File: src/hw/rtl/pts_pkg.sv
// Shared types, constants and request codes of the priority thread scheduler.
package pts_pkg;

    localparam int MAX_THREADS_DEF = 16;
    localparam int NUM_MUTEXES_DEF = 4;
    localparam int NUM_LEVELS      = 3;

    localparam int REQ_W    = 3;
    localparam int PRIO_W   = 2;
    localparam int TID_W    = 4;
    localparam int MUTEX_W  = 2;

    localparam logic [REQ_W-1:0] REQ_CREATE = 3'd0;
    localparam logic [REQ_W-1:0] REQ_YIELD  = 3'd1;
    localparam logic [REQ_W-1:0] REQ_WAIT   = 3'd2;
    localparam logic [REQ_W-1:0] REQ_EXIT   = 3'd3;
    localparam logic [REQ_W-1:0] REQ_MINIT  = 3'd4;
    localparam logic [REQ_W-1:0] REQ_LOCK   = 3'd5;
    localparam logic [REQ_W-1:0] REQ_UNLOCK = 3'd6;

    typedef struct packed {
        logic [REQ_W-1:0]   req_type;
        logic [PRIO_W-1:0]  prio;
        logic [TID_W-1:0]   target_tid;
        logic [MUTEX_W-1:0] mutex_id;
    } req_t;

    typedef struct packed {
        logic             status;
        logic [TID_W-1:0] new_tid;
        logic [TID_W-1:0] running_tid;
        logic             running_valid;
        logic             switched;
    } rsp_t;

    // controller -> datapath
    typedef struct packed {
        logic load;      // capture request
        logic exec;      // execute request body
        logic disp;      // one dispatch step
        logic finish;    // form response
    } cmd_t;

    // datapath -> controller
    typedef struct packed {
        logic need_disp; // request ends with a dispatch
        logic disp_done; // dispatch settled
    } sts_t;

endpackage

File: src/hw/rtl/pts_ctrl.sv
// Request sequencer of the priority thread scheduler.
module pts_ctrl (
    input  logic          aclk,
    input  logic          aresetn,
    input  logic          in_valid,
    output logic          in_ready,
    output logic          out_valid,
    input  logic          out_ready,
    output pts_pkg::cmd_t cmd,
    input  pts_pkg::sts_t sts
);
    import pts_pkg::*;

    localparam logic [2:0] ST_IDLE = 3'd0;
    localparam logic [2:0] ST_EXEC = 3'd1;
    localparam logic [2:0] ST_DISP = 3'd2;
    localparam logic [2:0] ST_FIN  = 3'd3;
    localparam logic [2:0] ST_OUT  = 3'd4;

    logic [2:0] state_reg, state_next;

    assign in_ready  = (state_reg == ST_IDLE);
    assign out_valid = (state_reg == ST_OUT);

    always_comb begin
        state_next = state_reg;
        cmd = '0;
        unique case (state_reg)
            ST_IDLE: begin
                cmd.load = in_valid;
                if (in_valid) state_next = ST_EXEC;
            end
            ST_EXEC: begin
                cmd.exec = 1'b1;
                state_next = sts.need_disp ? ST_DISP : ST_FIN;
            end
            ST_DISP: begin
                cmd.disp = 1'b1;
                if (sts.disp_done) state_next = ST_FIN;
            end
            ST_FIN: begin
                cmd.finish = 1'b1;
                state_next = ST_OUT;
            end
            ST_OUT: begin
                if (out_ready) state_next = ST_IDLE;
            end
            default: state_next = ST_IDLE;
        endcase
    end

    always_ff @(posedge aclk) begin
        if (!aresetn) state_reg <= ST_IDLE;
        else          state_reg <= state_next;
    end

endmodule

File: src/hw/rtl/pts_dp.sv
// Thread tables, ready and mutex queues and dispatch logic.
module pts_dp #(
    parameter int MAX_THREADS = pts_pkg::MAX_THREADS_DEF,
    parameter int NUM_MUTEXES = pts_pkg::NUM_MUTEXES_DEF
) (
    input  logic          aclk,
    input  logic          aresetn,
    input  pts_pkg::req_t req,
    input  pts_pkg::cmd_t cmd,
    output pts_pkg::sts_t sts,
    output pts_pkg::rsp_t rsp
);
    import pts_pkg::*;

    localparam int TW = (MAX_THREADS > 1) ? $clog2(MAX_THREADS) : 1;
    localparam int MW = (NUM_MUTEXES > 1) ? $clog2(NUM_MUTEXES) : 1;
    localparam int CW = $clog2(MAX_THREADS + 1);
    localparam int NW = $clog2(MAX_THREADS + 2);
    localparam logic [CW-1:0] CNT_MAX = CW'(MAX_THREADS);

    logic [PRIO_W-1:0] prio_mem [MAX_THREADS];
    logic [TW-1:0]     link_mem [MAX_THREADS];
    logic [TW-1:0]     join_mem [MAX_THREADS];
    logic [MW-1:0]     pmtx_mem [MAX_THREADS];
    logic [MAX_THREADS-1:0] in_ready_reg, joiner_v_reg, pend_reg;

    logic [TW-1:0] rhead_reg [NUM_LEVELS];
    logic [TW-1:0] rtail_reg [NUM_LEVELS];
    logic [NUM_LEVELS-1:0] rne_reg;
    logic [NUM_MUTEXES-1:0] busy_reg, lne_reg;
    logic [TW-1:0] lhead_reg [NUM_MUTEXES];
    logic [TW-1:0] ltail_reg [NUM_MUTEXES];

    logic [TW-1:0] cur_reg;
    logic          curv_reg, main_reg;
    logic [CW-1:0] cnt_reg;
    logic [NW-1:0] iter_reg;
    req_t          req_reg;
    logic          err_reg;
    logic [TW-1:0] newt_reg, was_tid_reg;
    logic          was_v_reg;
    rsp_t          rsp_reg;
    rsp_t          rsp_next;
    logic          err_next, need_next;

    // request decode
    logic          is_main, tgt_ok, mid_ok;
    logic [TW-1:0] tgt, cur_eff;
    logic [MW-1:0] mid;
    logic          curv_eff;

    assign tgt = TW'(req_reg.target_tid);
    assign mid = MW'(req_reg.mutex_id);
    assign tgt_ok = (32'(req_reg.target_tid) < MAX_THREADS);
    assign mid_ok = (32'(req_reg.mutex_id) < NUM_MUTEXES);
    assign is_main = (req_reg.req_type == REQ_CREATE) || (req_reg.req_type == REQ_YIELD)
                  || (req_reg.req_type == REQ_WAIT) || (req_reg.req_type == REQ_LOCK);
    assign curv_eff = curv_reg || (is_main && !main_reg);
    assign cur_eff  = (is_main && !main_reg) ? '0 : cur_reg;

    // push on ready queue / lock queue, one each per cycle
    logic          rpush_en, lpush_en, lpop_en, rpop_en;
    logic [TW-1:0] rpush_t, lpush_t;
    logic [1:0]    rpush_p;
    logic [MW-1:0] lpush_m;

    // dispatch step
    logic [1:0]    dp;
    logic          dany;
    logic [TW-1:0] dt;

    always_comb begin
        dany = |rne_reg;
        dp = 2'd2;
        if (rne_reg[0])      dp = 2'd0;
        else if (rne_reg[1]) dp = 2'd1;
        dt = rhead_reg[dp];
    end

    always_comb begin
        rpush_en = 1'b0; rpush_t = '0; rpush_p = '0;
        lpush_en = 1'b0; lpush_t = '0; lpush_m = '0;
        lpop_en = 1'b0;  rpop_en = 1'b0;
        if (cmd.exec && !err_next) begin
            unique case (req_reg.req_type)
                REQ_CREATE: begin
                    rpush_en = 1'b1; rpush_t = TW'(cnt_reg); rpush_p = req_reg.prio;
                end
                REQ_YIELD: begin
                    rpush_en = 1'b1; rpush_t = cur_eff;
                    rpush_p = (is_main && !main_reg) ? 2'd0 : prio_mem[cur_eff];
                end
                REQ_EXIT: begin
                    if (joiner_v_reg[cur_reg]) begin
                        rpush_en = 1'b1; rpush_t = join_mem[cur_reg];
                        rpush_p = prio_mem[join_mem[cur_reg]];
                    end
                end
                REQ_LOCK: begin
                    if (busy_reg[mid]) begin
                        lpush_en = 1'b1; lpush_t = cur_eff; lpush_m = mid;
                    end
                end
                REQ_UNLOCK: begin
                    if (lne_reg[mid]) begin
                        lpop_en = 1'b1; rpush_en = 1'b1; rpush_t = lhead_reg[mid];
                        rpush_p = prio_mem[lhead_reg[mid]];
                    end
                end
                default: ;
            endcase
        end else if (cmd.disp && dany && iter_reg <= NW'(MAX_THREADS)) begin
            rpop_en = 1'b1;
            if (pend_reg[dt] && busy_reg[pmtx_mem[dt]]) begin
                lpush_en = 1'b1; lpush_t = dt; lpush_m = pmtx_mem[dt];
            end
        end
        if (rpush_p > 2'd2) rpush_p = 2'd2;
    end

    always_comb begin
        err_next = 1'b0;
        need_next = 1'b0;
        unique case (req_reg.req_type)
            REQ_CREATE: err_next = (req_reg.prio > 2'd2) || (cnt_reg >= CNT_MAX);
            REQ_YIELD: begin err_next = !curv_eff; need_next = 1'b1; end
            REQ_WAIT: begin
                err_next = !curv_eff || !tgt_ok || joiner_v_reg[tgt] || !in_ready_reg[tgt];
                need_next = 1'b1;
            end
            REQ_EXIT: begin err_next = !curv_reg; need_next = 1'b1; end
            REQ_MINIT, REQ_UNLOCK: err_next = !mid_ok;
            REQ_LOCK: begin
                err_next = !mid_ok || (busy_reg[mid] && !curv_eff);
                need_next = mid_ok && busy_reg[mid];
            end
            default: err_next = 1'b1;
        endcase
        need_next = need_next && !err_next;
    end

    assign sts.need_disp = need_next;
    assign sts.disp_done = !dany || (iter_reg > NW'(MAX_THREADS))
                        || !(pend_reg[dt] && busy_reg[pmtx_mem[dt]]);

    always_ff @(posedge aclk) begin
        if (rpush_en) begin
            if (rne_reg[rpush_p] && !(rpop_en && dp == rpush_p && rhead_reg[dp] == rtail_reg[dp]))
                link_mem[rtail_reg[rpush_p]] <= rpush_t;
        end
        if (lpush_en && lne_reg[lpush_m] && !(lpop_en && lpush_m == mid))
            link_mem[ltail_reg[lpush_m]] <= lpush_t;
        if (cmd.exec && !err_next) begin
            if (req_reg.req_type == REQ_CREATE) prio_mem[TW'(cnt_reg)] <= req_reg.prio;
            if (is_main && !main_reg) prio_mem[0] <= '0;
            if (req_reg.req_type == REQ_WAIT) join_mem[tgt] <= cur_eff;
            if (req_reg.req_type == REQ_LOCK) pmtx_mem[cur_eff] <= mid;
        end else if (cmd.exec && is_main && !main_reg) begin
            prio_mem[0] <= '0;
        end
    end

    always_ff @(posedge aclk) begin
        if (cmd.load) req_reg <= req;
        if (cmd.finish) rsp_reg <= rsp_next;
        if (cmd.exec) begin
            was_tid_reg <= cur_reg;
            was_v_reg <= curv_reg;
            err_reg <= err_next;
            newt_reg <= (req_reg.req_type == REQ_CREATE && !err_next) ? TW'(cnt_reg) : '0;
        end
    end

    always_comb begin
        rsp_next.status = err_reg;
        rsp_next.new_tid = TID_W'(newt_reg);
        rsp_next.running_tid = curv_reg ? TID_W'(cur_reg) : '0;
        rsp_next.running_valid = curv_reg;
        rsp_next.switched = (was_v_reg != curv_reg) || (curv_reg && was_tid_reg != cur_reg);
    end
    assign rsp = rsp_reg;

    always_ff @(posedge aclk) begin
        if (!aresetn) begin
            in_ready_reg <= '0; joiner_v_reg <= '0; pend_reg <= '0;
            rne_reg <= '0; busy_reg <= '0; lne_reg <= '0;
            for (int i = 0; i < NUM_LEVELS; i++) begin
                rhead_reg[i] <= '0; rtail_reg[i] <= '0;
            end
            for (int i = 0; i < NUM_MUTEXES; i++) begin
                lhead_reg[i] <= '0; ltail_reg[i] <= '0;
            end
            cur_reg <= '0; curv_reg <= 1'b0; main_reg <= 1'b0;
            cnt_reg <= CW'(1); iter_reg <= '0;
        end else begin
            if (cmd.exec) begin
                iter_reg <= '0;
                if (is_main && !main_reg) begin
                    main_reg <= 1'b1; cur_reg <= '0;
                end
                if (!err_next && need_next) curv_reg <= 1'b0;
                else if (is_main && !main_reg) curv_reg <= 1'b1;
                if (!err_next) begin
                    unique case (req_reg.req_type)
                        REQ_CREATE: begin
                            cnt_reg <= cnt_reg + 1'b1;
                            pend_reg[TW'(cnt_reg)] <= 1'b0;
                            joiner_v_reg[TW'(cnt_reg)] <= 1'b0;
                        end
                        REQ_WAIT: joiner_v_reg[tgt] <= 1'b1;
                        REQ_EXIT: joiner_v_reg[cur_reg] <= 1'b0;
                        REQ_MINIT: begin
                            busy_reg[mid] <= 1'b0; lne_reg[mid] <= 1'b0;
                            lhead_reg[mid] <= '0; ltail_reg[mid] <= '0;
                        end
                        REQ_LOCK: begin
                            busy_reg[mid] <= 1'b1;
                            if (busy_reg[mid]) pend_reg[cur_eff] <= 1'b1;
                        end
                        REQ_UNLOCK: busy_reg[mid] <= 1'b0;
                        default: ;
                    endcase
                end
            end
            if (cmd.disp) begin
                iter_reg <= iter_reg + 1'b1;
                if (rpop_en && !lpush_en) begin
                    cur_reg <= dt; curv_reg <= 1'b1;
                    if (pend_reg[dt]) begin
                        busy_reg[pmtx_mem[dt]] <= 1'b1;
                        pend_reg[dt] <= 1'b0;
                    end
                end
            end
            if (lpop_en) begin
                if (lhead_reg[mid] == ltail_reg[mid]) lne_reg[mid] <= 1'b0;
                else lhead_reg[mid] <= link_mem[lhead_reg[mid]];
            end
            if (lpush_en) begin
                if (!lne_reg[lpush_m]) lhead_reg[lpush_m] <= lpush_t;
                ltail_reg[lpush_m] <= lpush_t;
                lne_reg[lpush_m] <= 1'b1;
            end
            if (rpop_en) begin
                in_ready_reg[dt] <= 1'b0;
                if (rhead_reg[dp] == rtail_reg[dp]) rne_reg[dp] <= 1'b0;
                else rhead_reg[dp] <= link_mem[dt];
            end
            if (rpush_en) begin
                if (!rne_reg[rpush_p]) rhead_reg[rpush_p] <= rpush_t;
                rtail_reg[rpush_p] <= rpush_t;
                rne_reg[rpush_p] <= 1'b1;
                in_ready_reg[rpush_t] <= 1'b1;
            end
        end
    end

endmodule

File: src/hw/rtl/priority_thread_scheduler.sv
// Top level of the three-level priority thread scheduler.
// A request is captured from the input, executed, optionally dispatched (repeated while
// lock re-checks apply), then its response is registered and offered on the output.
// One request at a time: the next input is taken the cycle after the result transfer.
// Reset: synchronous active-low aresetn empties all queues, frees all mutexes,
// clears the running thread and sets the next thread id to one.
module priority_thread_scheduler #(
    parameter int MAX_THREADS = pts_pkg::MAX_THREADS_DEF,
    parameter int NUM_MUTEXES = pts_pkg::NUM_MUTEXES_DEF
) (
    input  logic        aclk,
    input  logic        aresetn,
    input  logic        s_tvalid,
    output logic        s_tready,
    input  logic [15:0] s_tdata,  // req_type[2:0], prio[4:3], target_tid[8:5], mutex_id[10:9]
    output logic        m_tvalid,
    input  logic        m_tready,
    output logic [15:0] m_tdata   // status[0], new_tid[4:1], running_tid[8:5],
                                  // running_valid[9], switched[10]
);
    import pts_pkg::*;

    req_t req;
    rsp_t rsp;
    cmd_t cmd;
    sts_t sts;

    assign req.req_type   = s_tdata[2:0];
    assign req.prio       = s_tdata[4:3];
    assign req.target_tid = s_tdata[8:5];
    assign req.mutex_id   = s_tdata[10:9];

    assign m_tdata = {5'd0, rsp.switched, rsp.running_valid, rsp.running_tid,
                      rsp.new_tid, rsp.status};

    pts_ctrl u_ctrl (
        .aclk(aclk), .aresetn(aresetn),
        .in_valid(s_tvalid), .in_ready(s_tready),
        .out_valid(m_tvalid), .out_ready(m_tready),
        .cmd(cmd), .sts(sts)
    );

    pts_dp #(.MAX_THREADS(MAX_THREADS), .NUM_MUTEXES(NUM_MUTEXES)) u_dp (
        .aclk(aclk), .aresetn(aresetn),
        .req(req), .cmd(cmd), .sts(sts), .rsp(rsp)
    );

    a_one_side: assert property (@(posedge aclk) disable iff (!aresetn)
        !(s_tready && m_tvalid)) else $error("input and output both open");
    a_new_tid_err: assert property (@(posedge aclk) disable iff (!aresetn)
        m_tvalid && m_tdata[0] |-> m_tdata[4:1] == 4'd0) else $error("tid on error");
    a_run_zero: assert property (@(posedge aclk) disable iff (!aresetn)
        m_tvalid && !m_tdata[9] |-> m_tdata[8:5] == 4'd0) else $error("stale running tid");

endmodule
File: config.mk
export PLATFORM = sky130hd
export DESIGN_NAME = priority_thread_scheduler
export DESIGN_NICKNAME = d
export VERILOG_FILES = /design/src/hw/rtl/pts_pkg.sv /design/src/hw/rtl/pts_ctrl.sv /design/src/hw/rtl/pts_dp.sv /design/src/hw/rtl/priority_thread_scheduler.sv
export SDC_FILE = /design/constraint.sdc
export NUM_CORES = 1
export LEC_CHECK = 0
export BUFFER_PORTS_ARGS = -buffer_cell sky130_fd_sc_hd__buf_2
export CAP_MARGIN = 30
export CELL_PAD_IN_SITES_DETAIL_PLACEMENT = 1
export CELL_PAD_IN_SITES_GLOBAL_PLACEMENT = 1
export CORE_MARGIN = 4
export CORE_UTILIZATION = 35
export DETAILED_ROUTE_END_ITERATION = 6
export PLACE_DENSITY = 0.56
export SETUP_SLACK_MARGIN = 0.2
export SLEW_MARGIN = 20
export SYNTH_ARGS = -nofsm -noshare
export SYNTH_HDL_FRONTEND = slang
export SYNTH_SLANG_ARGS = --single-unit
File: constraint.sdc
create_clock -name aclk -period 4.4 [get_ports aclk]
set_input_delay 0 -clock aclk [delete_from_list [all_inputs] [get_ports aclk]]
set_output_delay 0 -clock aclk [all_outputs]
set_load 0.005 [all_outputs]
Yosys cells after proc, flatten, opt, wreduce, memory -nomap -nowiden --
Memory sizes are Yosys's and may differ from the RTL's. A register that Yosys moved wholly into a read port is not among the register bits. Index checks and enable logic that the tools add are counted.
Storage, ports and cells: ROM bits 0, output and inout bits 18, memory bits (writable) 248, register bits 110, input port bits 20, bits in latches 0, memories 8, logic and storage cells 380
Memory list:
- u_dp.join_mem | depth 16, width 4, read ports 1, clocked after Yosys merged registers in 1, write ports 1, line pts_dp.sv:23 | logic [TW-1:0] join_mem [MAX_THREADS];
- u_dp.link_mem | depth 16, width 4, read ports 2, clocked after Yosys merged registers in 0, write ports 1, line pts_dp.sv:22 | logic [TW-1:0] link_mem [MAX_THREADS];
- u_dp.pmtx_mem | depth 16, width 2, read ports 1, clocked after Yosys merged registers in 0, write ports 1, line pts_dp.sv:24 | logic [MW-1:0] pmtx_mem [MAX_THREADS];
- u_dp.prio_mem | depth 16, width 2, read ports 3, clocked after Yosys merged registers in 0, write ports 2, line pts_dp.sv:21 | logic [PRIO_W-1:0] prio_mem [MAX_THREADS];
- u_dp.lhead_reg | depth 4, width 4, read ports 1, clocked after Yosys merged registers in 1, write ports 4, line pts_dp.sv:31 | logic [TW-1:0] lhead_reg [NUM_MUTEXES];
- u_dp.ltail_reg | depth 4, width 4, read ports 2, clocked after Yosys merged registers in 1, write ports 4, line pts_dp.sv:32 | logic [TW-1:0] ltail_reg [NUM_MUTEXES];
- +2 memories
Cells by class: equal/unequal tests 19, bitwise logic cells 24, $add $sub $neg 2, $lt $le $gt $ge 27, divide/modulo/power cells 0, reduce and logical (&&, ||, !) cells 70, mux-type cells 205, multipliers 0, shifts and indexed selects 0
Operators with widths (number):
- 16-bit 2-to-1 mux | 10
- 4-bit 2-to-1 mux | 37
- 1-bit 2-to-1 mux | 98
- 16-bit bitwise AND | 5
- 16-bit NOT | 3
- 16-bit bitwise OR | 3
- 16-bit case mux with 3 select lines | 1
- 2-bit 2-to-1 mux | 22
- 16-bit case mux with 2 select lines | 1
- 4-bit OR reduction | 8
- 1-bit logical AND | 30
- 4-bit by 5-bit < comparator with 1-bit output, second input constant | 6
- 1-bit demux with 4-bit select | 6
- 4-bit by 1-bit greater-or-equal comparator with 1-bit output, second input constant | 6
- 3-bit 2-to-1 mux | 7
- 1-bit binary-select mux with 4-bit select | 4
- 4-bit case mux with 4 select lines | 1
- 2-bit by 3-bit < comparator with 1-bit output, second input constant | 5
- 3-bit case mux with 5 select lines | 1
- 4-bit bitwise AND | 3
- 3-bit by 2-bit == test with 1-bit output, second input constant | 4
- 3-bit == test, second input constant | 4
- 4-bit bitwise OR | 3
- 5-bit by 1-bit adder with 5-bit output, second input constant | 2
- other kinds (35) | 77

Logic depth before layout (Yosys ltp) --
depth in word-level cells 24, mapped depth 15, depth with buffers taken out 12

Cells and area by module --
A second synthesis with hierarchy kept.
Unflattened totals: cells, all modules 1562, area, all modules 18268.8 µm²
By module, submodules not included:
- pts_dp | cells each 1536, sequential area each 9929.5 µm², instances 1, area each 18036.0 µm²
- pts_ctrl | cells each 20, sequential area each 60.1 µm², instances 1, area each 191.4 µm²
- priority_thread_scheduler | cells each 6, sequential area each 0.0 µm², instances 1, area each 41.3 µm²

Least setup slack after synthesis --
No wires, ideal clock.
path type flip-flop to flip-flop, from reg u_dp.cur_reg[0], to mem u_dp.link_mem[1][0] (netlist name), enable pin, setup slack 0.310 ns, cell stages (with the launch flop) 13, clock period less this slack 4.090 ns, setup time 0.372 ns, buffers on the path 2, arrival time 3.718 ns, required time 4.028 ns, cell sequence dfxtp_1 -> buf_6 -> mux4_2 -> a221o_1 -> or4_1 -> nand4_1 -> and4b_4 -> o22ai_4 -> and2_1 -> buf_4 -> a221oi_4 -> nand3_2 -> a211oi_1
Between the ends: cells in the longest elaborated chain, start to end 16, elaborated cells on any way between the ends 26, classes of those cells order compare (1); eq/ne (1); mux (18); reduce/logical (4); memory (2)
RTL lines:
- from (decl) | line pts_dp.sv:34 | logic [TW-1:0] cur_reg;
- from (signal assigned) | line pts_dp.sv:193 | cur_reg <= '0; curv_reg <= 1'b0; main_reg <= 1'b0;
- from (signal assigned) | line pts_dp.sv:199 | main_reg <= 1'b1; cur_reg <= '0;
- from (signal assigned) | line pts_dp.sv:228 | cur_reg <= dt; curv_reg <= 1'b1;
- 4-bit 2-to-1 mux / 1-bit binary-select mux with 4-bit select (equally long branches) | line pts_dp.sv:59, pts_dp.sv:94
- memory read 16 x 2 bit / 1-bit 2-to-1 mux (equally long branches)
- 2-bit 2-to-1 mux (on tied branches) | line pts_dp.sv:91, pts_dp.sv:94
- 2-bit case mux with 4 select lines | line pts_dp.sv:85 | unique case (req_reg.req_type)
- 2-bit 2-to-1 mux | line pts_dp.sv:84 | if (cmd.exec && !err_next) begin
- 2-bit greater-than comparator | line pts_dp.sv:118 | if (rpush_p > 2'd2) rpush_p = 2'd2;
- 2-bit 2-to-1 mux | line pts_dp.sv:118
- 2-bit == test | line pts_dp.sv:148 | if (rne_reg[rpush_p] && !(rpop_en && dp == rpush_p && rhead_reg[dp] == rtail_reg[dp]))
- 1-bit logical AND (2 in a row) | line pts_dp.sv:148
- 1-bit logical NOT | line pts_dp.sv:148
- 1-bit logical AND | line pts_dp.sv:148
- 1-bit 2-to-1 mux | line pts_dp.sv:148
- 1-bit 2-to-1 mux | line pts_dp.sv:147 | if (rpush_en) begin
- 1-bit 2-to-1 mux (implied by the code) | line pts_dp.sv:149 | link_mem[rtail_reg[rpush_p]] <= rpush_t;
- 1-bit 2-to-1 mux (no source line)
- to (decl) | line pts_dp.sv:22
Several ways; a longest one is shown, not always the timed one. The select of a mux whose other input is x is not followed.

Final worst setup path --
from reg u_dp.cur_reg[1], to mem u_dp.link_mem[2][3] (netlist name), enable pin
Same word-level chain as after synthesis.

==> results.sh <==
export IMPL_firstDrtPassIters=5
export IMPL_final_max_slew_viol_count=0
export IMPL_synth_edf_count=278
export IMPL_first_global_vias=15100
export IMPL_pin_count=38
export IMPL_wire_per_inst_um=26.4
export IMPL_synth_top_area_share_pct=44.4
export IMPL_ys_warn_count=0
export IMPL_path_class="reg2reg"
export IMPL_antenna_found_initial=0
export IMPL_place_area_um2=20600
export IMPL_yosysUniqueCellTypes=93
export IMPL_wl_um=66400
export IMPL_cts_made_buffers=43
export IMPL_synth_seq_cells=360
export IMPL_synth_area_um2=18800
export IMPL_cts_clk_slew_worst_paths_ps=60
export IMPL_cts_tree="built"
export IMPL_skew_ps=26.6
export IMPL_hold_viol=0
export IMPL_status="finished clean"
export IMPL_top_layer="met4"
export IMPL_start_util_pct=35.6
export IMPL_max_freq_mhz=242
export IMPL_synthCells=1604
export IMPL_reg2reg_from="u_dp.cur_reg[1]"
export IMPL_clockBufferDepth=3
export IMPL_ir_drop_v=0.000259
export IMPL_drt_iter0_markers=1393
export IMPL_cts_sinks=360
export IMPL_fin_crit_ps=4130
export IMPL_met2_length_um=29700
export IMPL_final_area_um2=23100
export IMPL_grt_usage_pct=22.9
export IMPL_cp_cell_sequence="buf_12 -> mux2i_1 -> mux4_2 -> buf_8 -> and3_1 -> or4_1 -> nand4_1 -> and4b_4 -> o22ai_4 -> a311o_1 -> a211o_1 -> o32a_4 -> nor3_2 -> buf_4"
export IMPL_m1WireLength_um=30500
export IMPL_synth_area_leader_cell="edfxtp_1"
export IMPL_htreeDepth=2
export IMPL_crit_end="u_dp.link_mem[2][3]"
export IMPL_setup_viol=0
export IMPL_cpMaxStageDelayCell="mux4_2"
export IMPL_critPathLaunch="u_dp.cur_reg[1]"
export IMPL_io_buffers=27
export IMPL_multiInputGateArea_um2=8610
export IMPL_place_congestion=0.905
export IMPL_via_per_inst=5.80
export IMPL_slew_headroom_pct=37.4
export IMPL_min_period_over_period_pct=93.8
export IMPL_r2r_slack_ps=270
export IMPL_root_buffer="clkbuf_16"
export IMPL_cellPowerDensity_nw_per_um2=376
export IMPL_worstReg2RegEnd="u_dp.link_mem[2][3]"
export IMPL_rsz0062_at_grt="true"
export IMPL_regArea_um2=10000
export IMPL_grt_max_degree=57
export IMPL_hpwl_um=48900
export IMPL_cp_top_family="simple AND/OR/NAND/NOR gates"
export IMPL_hp_class="in2reg"
export IMPL_leakagePower_nw=7.99
export IMPL_cp_slowest_stage_delay_ps=600
export IMPL_via_count=14600
export IMPL_tightestPinTransition_ps=939
export IMPL_core_area_um2=52900
export IMPL_synthToLayoutAreaGrowth_pct=22.8
export IMPL_die_h_um=240
export IMPL_path_max_fanout=7
export IMPL_path_depth=14
export IMPL_power_mw=8.69
export IMPL_drtAntennaViolNets=0
export IMPL_avgSynthCellArea_um2=11.7
export IMPL_synthFlopType="edfxtp_1"
export IMPL_drive_above_1_share_pct=27.2
export IMPL_synth_area_leaders="edfxtp_1, mux4_2, dfxtp_1"
export IMPL_dieArea_um2=57500
export IMPL_endpoint_kind="register"
export IMPL_synthArstFlopShare_pct=0
export IMPL_die_w_um=240
export IMPL_arrival_ps=4420
export IMPL_grt_ovfl_total=0
export IMPL_grt_pass1_wl_um=98800
export IMPL_num_rows=84
export IMPL_fill_cells=5564
export IMPL_final_nets=1814
export IMPL_startpoint_type="register"
export IMPL_route_met3_wl_um=4520
export IMPL_maxCapViolCount=0
export IMPL_clk_latency_ps=600
export IMPL_critPathRequiredTime_ps=4700
export IMPL_ys_seq_area_share_pct=53.1
export IMPL_drcViolationCount=0
export IMPL_ff2ff_path_depth=14
export IMPL_worst_path_buf_inv=3
==> routing by layer <==
layer | global-route usage, % | vias up
met2 | 35.6 | 496
met4 | 5.91 | 0
li1 | - | 6503
met1 | 33.1 | 7488
met5 | 0 | -
met3 | 4.57 | 87
==> cells by family after synthesis <==
logic type | synth area share, %
XOR/XNOR | 0.746
multiplexers | 14.6
AO/OA/AOI/OAI | 12.8
other | 0.0199
buffers and inverters | 3.47
adder cells (fa/ha/maj) | 0.399
flip-flops | 53.1
AND/OR/NAND/NOR | 14.8
==> through the flow <==
step           TNS (ps)  hold slack [ps]  setup slack (ps)  util (%)  instances
2_1_floorplan         0             98.9               310         -       1608
3_3_place_gp       -235              177             -30.4      39.0       2377
3_5_place_dp      -1860              179             -92.2      39.0       2379
4_1_cts               0             69.0               160      42.6       2487
5_1_grt               0             93.4               160      43.7       2511
6_report              0              112               273      43.7       2513
==> cell usage after synthesis, types with 13 or more instances <==
master and count:
o21a_1 20, a31oi_1 33, dfxtp_1 82, xnor2_1 14, nor2_1 161, a21oi_1 61, nand2_1 138, nand4_1 15
nor4_1 13, and2_1 48, a211oi_1 16, inv_1 43, o211ai_1 13, nand2b_1 24, o21ai_0 56, buf_2 16
clkbuf_1 65, o221ai_1 14, nand3_1 41, nor2b_1 38, nor3_1 38, mux4_2 84, edfxtp_1 278, mux2i_1 63
==> repair_timing <==
| action | CTS | global route |
|---|---|---|
| endpoints found under the hold margin | 15 | 0 |
| buffers inserted | 15 | 23 |
| pin swaps | 7 | 22 |
| gates cloned | 0 | 1 |
| resized for setup | 34 | 68 |
| setup endpoints to repair | 94 | 114 |
| hold buffers | 13 | 0 |
==> where the power goes <==
| part | leakage [nW] | total (mW) | internal (mW) | switching (mW) |
|---|---|---|---|---|
| clock network | 0.731 | 3.73 | 2.19 | 1.54 |
| logic | 3.90 | 1.15 | 0.449 | 0.699 |
| registers | 3.35 | 3.81 | 3.73 | 0.0709 |
| total | 7.99 | 8.69 | 6.37 | 2.31 |
==> layout by cell type, fill, tap and decap left out, types with 7 or more instances in the layout <==
cell,count
nor2b_1,37
nand2_1,138
buf_2,28
mux4_2,84
a22o_1,8
nand3_1,40
mux2_2,8
dlygate4sd3_1,13
o21ai_0,54
o211ai_1,13
edfxtp_1,278
nor4_1,11
and2_1,47
a211oi_1,9
a211oi_2,7
o221a_2,7
clkinv_2,13
o21a_1,17
buf_4,177
mux2i_2,9
nor2_1,161
o2111ai_1,8
xnor2_1,14
nand2b_1,23
clkinv_1,10
a2111oi_0,8
o22ai_1,7
nand4_1,15
and3_1,10
mux2i_1,59
o221ai_1,13
dfxtp_1,76
a31oi_1,31
nor3_1,29
inv_1,43
clkbuf_16,44
buf_12,9
a21oi_1,58
==> final cells by class <==
class                   count  share of cell area [%]
flip-flops and latches    360                    43.3
multi-input cells        1097                    37.3
repair buffers            239                    8.42
clock buffers              46                    4.75
well taps                 688                    3.73
clock inverters            34                    1.66
inverters                  47                   0.764
diodes                      2                  0.0217
==> worst min-delay path by stage <==
stage                from              end  slack, ps  cells past startpoint
2_1_floorplan  s_tdata[9]      u_dp.mid[0]        100                      0
3_3_place_gp   s_tdata[8]      u_dp.tgt[3]        180                      1
3_5_place_dp   s_tdata[8]      u_dp.tgt[3]        180                      1
4_1_cts        s_tdata[6]      u_dp.tgt[1]         70                      2
5_1_grt        s_tdata[3]  u_dp.req_reg[6]         90                      2
6_report       s_tdata[3]  u_dp.req_reg[6]        110                      2
Power figures use the tool's default switching activity.
